File: src/packet_deframer_defines.svh
// packet_deframer_defines.svh: assertion macros used by the deframer parser RTL.
// Needs i_clk and i_rst_n in the scope where a macro is used.
`ifndef PACKET_DEFRAMER_DEFINES_SVH
`define PACKET_DEFRAMER_DEFINES_SVH

// Same-cycle implication, checked out of reset
`define PKD_ASSERT_NOW(label, ante, cons, msg) \
    label: assert property (@(posedge i_clk) disable iff (!i_rst_n) (ante) |-> (cons)) \
        else $error(msg);

// Next-cycle implication, checked out of reset
`define PKD_ASSERT_NEXT(label, ante, cons, msg) \
    label: assert property (@(posedge i_clk) disable iff (!i_rst_n) (ante) |=> (cons)) \
        else $error(msg);

`endif

File: src/pkd_pkg.sv
// pkd_pkg.sv: types and constants for the packet deframer.
// No dependencies; imported by every deframer module.
`default_nettype none

package pkd_pkg;

    // Frame marker and trailer characters
    localparam logic [7:0] CH_K  = 8'h4B;
    localparam logic [7:0] CH_S  = 8'h53;
    localparam logic [7:0] CH_CR = 8'h0D;
    localparam logic [7:0] CH_LF = 8'h0A;

    // Header plus trailer bytes: the smallest legal total length
    localparam logic [9:0] MIN_LEN = 10'd8;

    // Packed width of the master-side tdata (52 bits of fields, byte padded)
    localparam int unsigned TDATA_W = 56;

    typedef enum logic [3:0] {
        PH_HUNT_K,
        PH_HUNT_S,
        PH_LEN_LO,
        PH_TYPE,
        PH_PARAM1,
        PH_PARAM2,
        PH_PAYLOAD,
        PH_CR,
        PH_LF_GOOD,
        PH_LF_BAD
    } t_phase;

    typedef enum logic [1:0] {
        ST_OK      = 2'd0,
        ST_SHORT   = 2'd1,
        ST_TRAILER = 2'd2
    } t_status;

    // One result beat
    typedef struct packed {
        logic        packet_end;
        logic [7:0]  payload_byte;
        logic [9:0]  byte_index;
        t_status     status;
        logic [5:0]  type_code;
        logic [7:0]  param_first;
        logic [7:0]  param_second;
        logic [9:0]  total_length;
    } t_result;

endpackage

`default_nettype wire

File: src/pkd_in_stage.sv
// pkd_in_stage.sv: input register for received bytes.
// Depends on pkd_pkg.
`default_nettype none

module pkd_in_stage
    import pkd_pkg::*;
(
    input  wire logic       i_clk,
    input  wire logic       i_rst_n,
    input  wire logic       i_valid,
    output logic            o_ready,
    input  wire logic [7:0] i_data,
    output logic            o_valid,
    input  wire logic       i_ready,
    output logic [7:0]      o_data
);

    logic       r_valid;
    logic [7:0] r_data;

    // Take a new beat when empty or when the held one leaves
    assign o_ready = !r_valid || i_ready;
    assign o_valid = r_valid;
    assign o_data  = r_data;

    always_ff @(posedge i_clk) begin
        if (!i_rst_n) begin
            r_valid <= 1'b0;
        end else if (o_ready) begin
            r_valid <= i_valid;
        end
    end

    always_ff @(posedge i_clk) begin
        if (o_ready && i_valid) begin
            r_data <= i_data;
        end
    end

endmodule

`default_nettype wire

File: src/pkd_parser.sv
// pkd_parser.sv: frame state machine; one byte in, at most one result out.
// Depends on pkd_pkg and packet_deframer_defines.svh.
`default_nettype none
`include "packet_deframer_defines.svh"

module pkd_parser
    import pkd_pkg::*;
(
    input  wire logic       i_clk,
    input  wire logic       i_rst_n,
    input  wire logic       i_in_valid,
    output logic            o_in_ready,
    input  wire logic [7:0] i_in_byte,
    output logic            o_res_valid,
    input  wire logic       i_res_ready,
    output t_result         o_res
);

    t_phase     r_phase,       n_phase;
    logic [9:0] r_len,         n_len;
    logic [9:0] r_count,       n_count;
    logic [5:0] r_type,        n_type;
    logic [7:0] r_param_first, n_param_first;
    logic [7:0] r_param_second, n_param_second;

    logic       fire;
    logic       emit;
    logic       res_end;
    logic [7:0] res_byte;
    logic [9:0] res_index;
    t_status    res_status;
    logic [9:0] payload_len;

    // A byte is consumed whenever the result register can take a beat
    assign o_in_ready = i_res_ready;
    assign fire       = i_in_valid && i_res_ready;
    assign payload_len = r_len - MIN_LEN;

    // Next state and result
    always_comb begin
        n_phase        = r_phase;
        n_len          = r_len;
        n_count        = r_count;
        n_type         = r_type;
        n_param_first  = r_param_first;
        n_param_second = r_param_second;
        emit       = 1'b0;
        res_end    = 1'b0;
        res_byte   = 8'd0;
        res_index  = 10'd0;
        res_status = ST_OK;
        case (r_phase)
            PH_HUNT_K: begin
                if (i_in_byte == CH_K) n_phase = PH_HUNT_S;
            end
            PH_HUNT_S: begin
                if (i_in_byte == CH_S)      n_phase = PH_LEN_LO;
                else if (i_in_byte != CH_K) n_phase = PH_HUNT_K;
            end
            PH_LEN_LO: begin
                n_len          = {2'b00, i_in_byte};
                n_type         = 6'd0;
                n_param_first  = 8'd0;
                n_param_second = 8'd0;
                n_count        = 10'd0;
                n_phase        = PH_TYPE;
            end
            PH_TYPE: begin
                n_len  = {i_in_byte[7:6], r_len[7:0]};
                n_type = i_in_byte[5:0];
                if (n_len < MIN_LEN) begin
                    n_phase    = PH_HUNT_K;
                    emit       = 1'b1;
                    res_end    = 1'b1;
                    res_status = ST_SHORT;
                end else begin
                    n_phase = PH_PARAM1;
                end
            end
            PH_PARAM1: begin
                n_param_first = i_in_byte;
                n_phase       = PH_PARAM2;
            end
            PH_PARAM2: begin
                n_param_second = i_in_byte;
                n_count        = 10'd0;
                n_phase        = (r_len > MIN_LEN) ? PH_PAYLOAD : PH_CR;
            end
            PH_PAYLOAD: begin
                emit      = 1'b1;
                res_byte  = i_in_byte;
                res_index = r_count;
                n_count   = r_count + 10'd1;
                if (n_count >= payload_len) n_phase = PH_CR;
            end
            PH_CR: begin
                n_phase = (i_in_byte == CH_CR) ? PH_LF_GOOD : PH_LF_BAD;
            end
            PH_LF_GOOD, PH_LF_BAD: begin
                emit       = 1'b1;
                res_end    = 1'b1;
                res_status = ((r_phase == PH_LF_GOOD) && (i_in_byte == CH_LF))
                             ? ST_OK : ST_TRAILER;
                n_phase    = PH_HUNT_K;
            end
            default: begin
                n_phase = PH_HUNT_K;
            end
        endcase
    end

    // Result carries the header fields as updated by this byte
    assign o_res_valid = fire && emit;
    always_comb begin
        o_res.packet_end   = res_end;
        o_res.payload_byte = res_byte;
        o_res.byte_index   = res_index;
        o_res.status       = res_status;
        o_res.type_code    = n_type;
        o_res.param_first  = n_param_first;
        o_res.param_second = n_param_second;
        o_res.total_length = n_len;
    end

    // State registers
    always_ff @(posedge i_clk) begin
        if (!i_rst_n) begin
            r_phase        <= PH_HUNT_K;
            r_len          <= 10'd0;
            r_count        <= 10'd0;
            r_type         <= 6'd0;
            r_param_first  <= 8'd0;
            r_param_second <= 8'd0;
        end else if (fire) begin
            r_phase        <= n_phase;
            r_len          <= n_len;
            r_count        <= n_count;
            r_type         <= n_type;
            r_param_first  <= n_param_first;
            r_param_second <= n_param_second;
        end
    end

    // Checks
    `PKD_ASSERT_NOW(a_payload_phase, o_res_valid && !o_res.packet_end,
        r_phase == PH_PAYLOAD, "payload beat outside payload phase")
    `PKD_ASSERT_NOW(a_short_from_type, o_res_valid && (o_res.status == ST_SHORT),
        (r_phase == PH_TYPE) && (o_res.total_length < MIN_LEN), "short status misplaced")
    `PKD_ASSERT_NOW(a_end_phase, o_res_valid && o_res.packet_end,
        (r_phase == PH_TYPE) || (r_phase == PH_LF_GOOD) || (r_phase == PH_LF_BAD),
        "packet end from wrong phase")
    `PKD_ASSERT_NEXT(a_count_cleared, fire && (r_phase == PH_PARAM2),
        r_count == 10'd0, "payload index not cleared")
    `PKD_ASSERT_NOW(a_index_bound, o_res_valid && !o_res.packet_end,
        r_count < payload_len, "payload index past payload length")

endmodule

`default_nettype wire

File: src/pkd_out_stage.sv
// pkd_out_stage.sv: result register in front of the master-side stream.
// Depends on pkd_pkg.
`default_nettype none

module pkd_out_stage
    import pkd_pkg::*;
(
    input  wire logic    i_clk,
    input  wire logic    i_rst_n,
    input  wire logic    i_valid,
    output logic         o_ready,
    input  wire t_result i_res,
    output logic         o_valid,
    input  wire logic    i_ready,
    output t_result      o_res
);

    logic    r_valid;
    t_result r_res;

    // Accept when empty or when the held beat is taken this cycle
    assign o_ready = !r_valid || i_ready;
    assign o_valid = r_valid;
    assign o_res   = r_res;

    always_ff @(posedge i_clk) begin
        if (!i_rst_n) begin
            r_valid <= 1'b0;
        end else if (o_ready) begin
            r_valid <= i_valid;
        end
    end

    always_ff @(posedge i_clk) begin
        if (o_ready && i_valid) begin
            r_res <= i_res;
        end
    end

endmodule

`default_nettype wire

File: src/packet_deframer.sv
// packet_deframer: recovers 'K','S' framed packets from a byte stream.
// Path: a slave-side beat passes the input register, the frame state machine and the result register.
// Throughput: one byte per cycle while m_axis_tready holds; the input register, frame state
// machine and result register each pass a beat every cycle unless the master side stalls.
// Reset: synchronous, active low; state returns to hunting for 'K', both
// stream registers empty.
`default_nettype none

module packet_deframer
    import pkd_pkg::*;
(
    input  wire logic               i_clk,
    input  wire logic               i_rst_n,
    // slave side
    input  wire logic               s_axis_tvalid,
    output logic                    s_axis_tready,
    input  wire logic [7:0]         s_axis_tdata,   // [7:0] rx_byte
    // master side
    output logic                    m_axis_tvalid,
    input  wire logic               m_axis_tready,
    output logic [TDATA_W-1:0]      m_axis_tdata,   // [7:0] payload_byte, [17:8] byte_index,
                                                    // [19:18] status, [25:20] type_code,
                                                    // [33:26] param_first,
                                                    // [41:34] param_second,
                                                    // [51:42] total_length, [55:52] zero
    output logic                    m_axis_tuser    // [0] packet_end
);

    logic       in_valid;
    logic       in_ready;
    logic [7:0] in_byte;
    logic       res_valid;
    logic       res_ready;
    t_result    res;
    t_result    out_res;

    pkd_in_stage u_in_stage (
        .i_clk   (i_clk),
        .i_rst_n (i_rst_n),
        .i_valid (s_axis_tvalid),
        .o_ready (s_axis_tready),
        .i_data  (s_axis_tdata),
        .o_valid (in_valid),
        .i_ready (in_ready),
        .o_data  (in_byte)
    );

    pkd_parser u_parser (
        .i_clk       (i_clk),
        .i_rst_n     (i_rst_n),
        .i_in_valid  (in_valid),
        .o_in_ready  (in_ready),
        .i_in_byte   (in_byte),
        .o_res_valid (res_valid),
        .i_res_ready (res_ready),
        .o_res       (res)
    );

    pkd_out_stage u_out_stage (
        .i_clk   (i_clk),
        .i_rst_n (i_rst_n),
        .i_valid (res_valid),
        .o_ready (res_ready),
        .i_res   (res),
        .o_valid (m_axis_tvalid),
        .i_ready (m_axis_tready),
        .o_res   (out_res)
    );

    // Pack the result beat, first field lowest
    assign m_axis_tdata = {4'd0,
                           out_res.total_length,
                           out_res.param_second,
                           out_res.param_first,
                           out_res.type_code,
                           out_res.status,
                           out_res.byte_index,
                           out_res.payload_byte};
    assign m_axis_tuser = out_res.packet_end;

endmodule

`default_nettype wire
File: config.mk
export PLATFORM = sky130hd
export DESIGN_NAME = packet_deframer
export DESIGN_NICKNAME = d
export VERILOG_FILES = /design/src/pkd_pkg.sv /design/src/pkd_in_stage.sv /design/src/pkd_parser.sv /design/src/pkd_out_stage.sv /design/src/packet_deframer.sv
export VERILOG_INCLUDE_DIRS = /design/src /design/src/src
export SDC_FILE = /design/constraint.sdc
export NUM_CORES = 1
export LEC_CHECK = 0
export ABC_CLOCK_PERIOD_IN_PS = 4800
export BUFFER_PORTS_ARGS = -buffer_cell sky130_fd_sc_hd__clkbuf_2
export CAP_MARGIN = 20
export CORE_MARGIN = 3
export CORE_UTILIZATION = 40
export CTS_CLUSTER_DIAMETER = 30
export DETAILED_ROUTE_END_ITERATION = 6
export GPL_ROUTABILITY_DRIVEN = 0
export GPL_TIMING_DRIVEN = 0
export PLACE_DENSITY = 0.68
export SLEW_MARGIN = 20
export SYNTH_ARGS = -nofsm -noshare
export SYNTH_HDL_FRONTEND = slang
export SYNTH_SLANG_ARGS = --single-unit
File: constraint.sdc
create_clock -name i_clk -period 4.8 [get_ports i_clk]
set_input_delay 0.48 -clock i_clk [delete_from_list [all_inputs] [get_ports i_clk]]
set_output_delay 0.48 -clock i_clk [all_outputs]
set_load 0.01 [all_outputs]
==> impl_results.md <==
* Outcome: finished clean
* Top cell type by total area after synthesis: edfxtp_1
* Hold_buf cts at 0
* Seq pwr share at 0.555
* Initial antenna violation count at 0
* Largest net degree at the start of global routing at 26
* CTS Sinks at around 110
* Simple-Gate Fraction of Synth Area at 0.1881
* Cell Area, Synth at approximately 0.0050 sq mm
* Vias per std cell at approximately 5.2
* Root buf cell: clkbuf_16
* RSZ-0062 raised after global routing: no
* Post-DP HPWL at 7.892 mm
* Max-slew violations at 0
* Max_slew headroom at 0.4708
* PnR worst setup slack at between 1.5 and 2 ns
* Syn_area_per_cell at ~11 sq um
* Final hold violation count at 0
* Crit end category: register
* Post-synth top area share at 0.3642
* Die height at between 100 and 150 um
* IO Port Bufs at 66
* Worst path cell trace: ha_1 > and3_1 > clkbuf_1 > nand3_1 > xnor2_1 > ha_1 > nand4_1 > o311ai_0 > o31a_1 > o41ai_1 > mux2i_1
* Main combinational cell family by area after synthesis: simple AND/OR/NAND/NOR gates
* Final setup fails at 0
* Worst Path Required at about 5.0 ns
* DRT antenna net count at 0
* Die Wd at 118.1 um
* Seq cells post-synth at around 110
* Die area at about 0.014 sq mm
* Internal power at roughly 1400 uW
* Post-Synthesis Cells at roughly 460
* VDD IR max at roughly 0.15 mV
* CP Max Fanout at 6
* Period utilisation layout at 0.5957
* Clock power frac at 0.408
* Peak per-stage delay on the critical path at approximately 0.44 ns
* Net Sw Frac at 0.2130
* Diode count at 0
* Prevailing post-synth register cell: edfxtp_1
* Worst Skew at 0.004678 ns
* Complex-gate fraction of the synthesized area at 0.1353
* First-pass GRT wire length at around 19 mm
* CTS clk-pin slew, worst paths at ~0.070 ns
* Ports at between 70 and 80
* Number of global-route vias before repair at approximately 3600
* Multiplexer area fraction after synthesis at 0.02189
* Worst min path class: primary input to register
* Most frequent cells in the layout: nand2_1, clkbuf_2, edfxtp_1, dfxtp_1, and2_1
* Min cycle time layout at ~2.9 ns
* Leakage at between 0.002 and 0.0025 uW
* Post-cts resize count at 0
* Num rows at 40
* Total GRT Usage at 0.1670
* Slew at the pin with the worst max-slew slack at 0.7886 ns
* Yosys cell types at a little under 60
* Drt pass-1 iters at 4
* Seq/Total Area, Yosys at 0.5552
* Fraction of registers with async set/reset at 0
* Post-route DRC at 0
* Finished Core Util at 0.4880
* Most common cell after layout, fill and taps aside: nand2_1
* Slowest CP cell: o311ai_0
* XOR/XNOR share of the synthesized area at 0.02438
* Psw at a little under 400 uW
* Htree depth at 3
* Critical path class: register to register
* Max-capacitance violation count at 0
* P&R area growth vs syn at 17.99%
* Worst EP arrival at 3.09 ns
* WL/cell at around 16 um
* Yosys warns at 0
* Pre-CTS setup slack at between 2 and 2.5 ns
* Cell Pwr Density at 305.3 mW/mm^2
* Initial DRC Count at approximately 450
* CTS buffer count at 9
* GRT Residual Overflow at 0
* Routed vias at between 3000 and 4000
* Layout cells sized above 1 at 0.2149
* Fmax at 349.7 MHz
* Number of nets in the layout at 569
* Synth top area cells: edfxtp_1, dfxtp_1, nand2_1, ha_1, o211a_1
* Longest Clk Path Bufs at 2
* WL final at ~11 mm
* Comb power frac at 0.038
* Post-layout power at around 1800 uW
* CP Launch Type: register
* Number of synthesized flops with an enable pin at 61
* Worst-Skew Late Latency at 0.35 ns
* Core Region at 0.01216 sq mm
* Post-CTS setup buffers at 0
* CP most frequent cell: ha_1
* Starting Density at 0.4136
* Adder-cell area share of the yosys netlist at 0.03234
* CTS tree: done
* Setup TNS at 0 ns
Yosys cell counts, types with 4 or more instances:
| cell | n |
|---|---|
| a21boi_0 | 10 |
| a21boi_1 | 8 |
| a21oi_1 | 9 |
| a22o_1 | 8 |
| a22oi_1 | 4 |
| and2_1 | 22 |
| and3_1 | 4 |
| buf_2 | 7 |
| buf_4 | 6 |
| buf_6 | 4 |
| clkbuf_1 | 14 |
| dfxtp_1 | 48 |
| edfxtp_1 | 61 |
| ha_1 | 13 |
| inv_1 | 7 |
| mux2_2 | 8 |
| nand2_1 | 76 |
| nand2b_1 | 19 |
| nand3_1 | 6 |
| nand3b_1 | 4 |
| nor2_1 | 22 |
| nor2b_1 | 6 |
| o211a_1 | 16 |
| o21ai_0 | 14 |
| o21ai_1 | 12 |
| xnor2_1 | 9 |
| xor2_1 | 5 |
metal layers:
layer / up-vias / GRT usage / share of wire
li1: 1784 / - / -
met2: 130 / 0.2537 / 0.45
met1: 1796 / 0.2279 / 0.46
met3: 26 / 0.03254 / 0.059
met5: - / 0 / 0
met4: 0 / 0.08352 / 0.029
final timing paths:
path                               startpoint                               end  slack [ns]  depth (start not counted)
max reg2reg  u_parser.r_count[0]$_SDFFE_PN0P_  u_parser.r_phase[0]$_SDFFE_PN0P_        1.94                         11
min                           s_axis_tdata[4]    u_in_stage.o_data[4]$_DFFE_PP_        0.30                          1
min reg2reg   u_parser.r_type[5]$_SDFFE_PN0P_   u_parser.r_type[5]$_SDFFE_PN0P_        0.47                          2
max          u_parser.r_count[0]$_SDFFE_PN0P_  u_parser.r_phase[0]$_SDFFE_PN0P_        1.94                         11
critical path, delay by kind of cell (launching register included):
kind	cells	cell delay [ns]
AOI/OAI and AO/OA	3	0.78
xor gates and xnor gates	1	0.17
adders and majority gates	2	0.54
buffers and inverters	1	0.23
DFF	1	0.40
muxes	1	0.13
and+or+nand+nor	3	0.47
layout make-up:
cell class / instances / area (sq um)
buffer: 32 / 181.4
sequential: 109 / 2793
timing repair buffer: 68 / 385.4
multi-input combinational: 316 / 2044
inverter: 8 / 30.03
clock buffer: 11 / 232.7
fill: 1097 / 6227
clock inverter: 5 / 57.56
tap: 168 / 210.2
power groups by stage:
stage / sequential, uW / combinational (uW) / clock, uW
floorplan: 1020 / 47.0 / 0
global placement: 1020 / 64.3 / 0
detailed placement: 1020 / 67.7 / 0
CTS: 1000 / 68.1 / 753
global route: 1010 / 75.7 / 790
finish: 1000 / 68.5 / 739
logic make-up (layout without fill, tap and decap cells):
logic type | after synthesis | in the layout
flip-flops | 109 | 109
buffers and inverters | 40 | 124
AO/OA/AOI/OAI | 94 | 94
other | 1 | 4
AND/OR/NAND/NOR | 181 | 181
adder cells (fa/ha/maj) | 13 | 13
multiplexers | 10 | 10
XOR/XNOR | 14 | 14
per-stage QoR:
step / cells / area, sq um / hold WS (ns)
after detailed placement: 701 / 5644 / 0.4604
after global routing: 717 / 5934 / 0.2921
after CTS: 717 / 5934 / 0.2897
after floorplan: 465 / 5041 / 0.4366
final: 717 / 5934 / 0.2986
after global placement: 699 / 5582 / 0.4449
state kept, by name (all words and copies together), names as in the netlist:
register,flops
u_parser.r_param_first,8
u_out_stage.o_valid,1
u_parser.r_count,10
u_parser.r_len,10
u_out_stage.o_res,53
u_parser.r_phase,4
u_in_stage.o_data,8
u_in_stage.o_valid,1
u_parser.r_param_second,8
u_parser.r_type,6
Power figures use the tool's default switching activity.
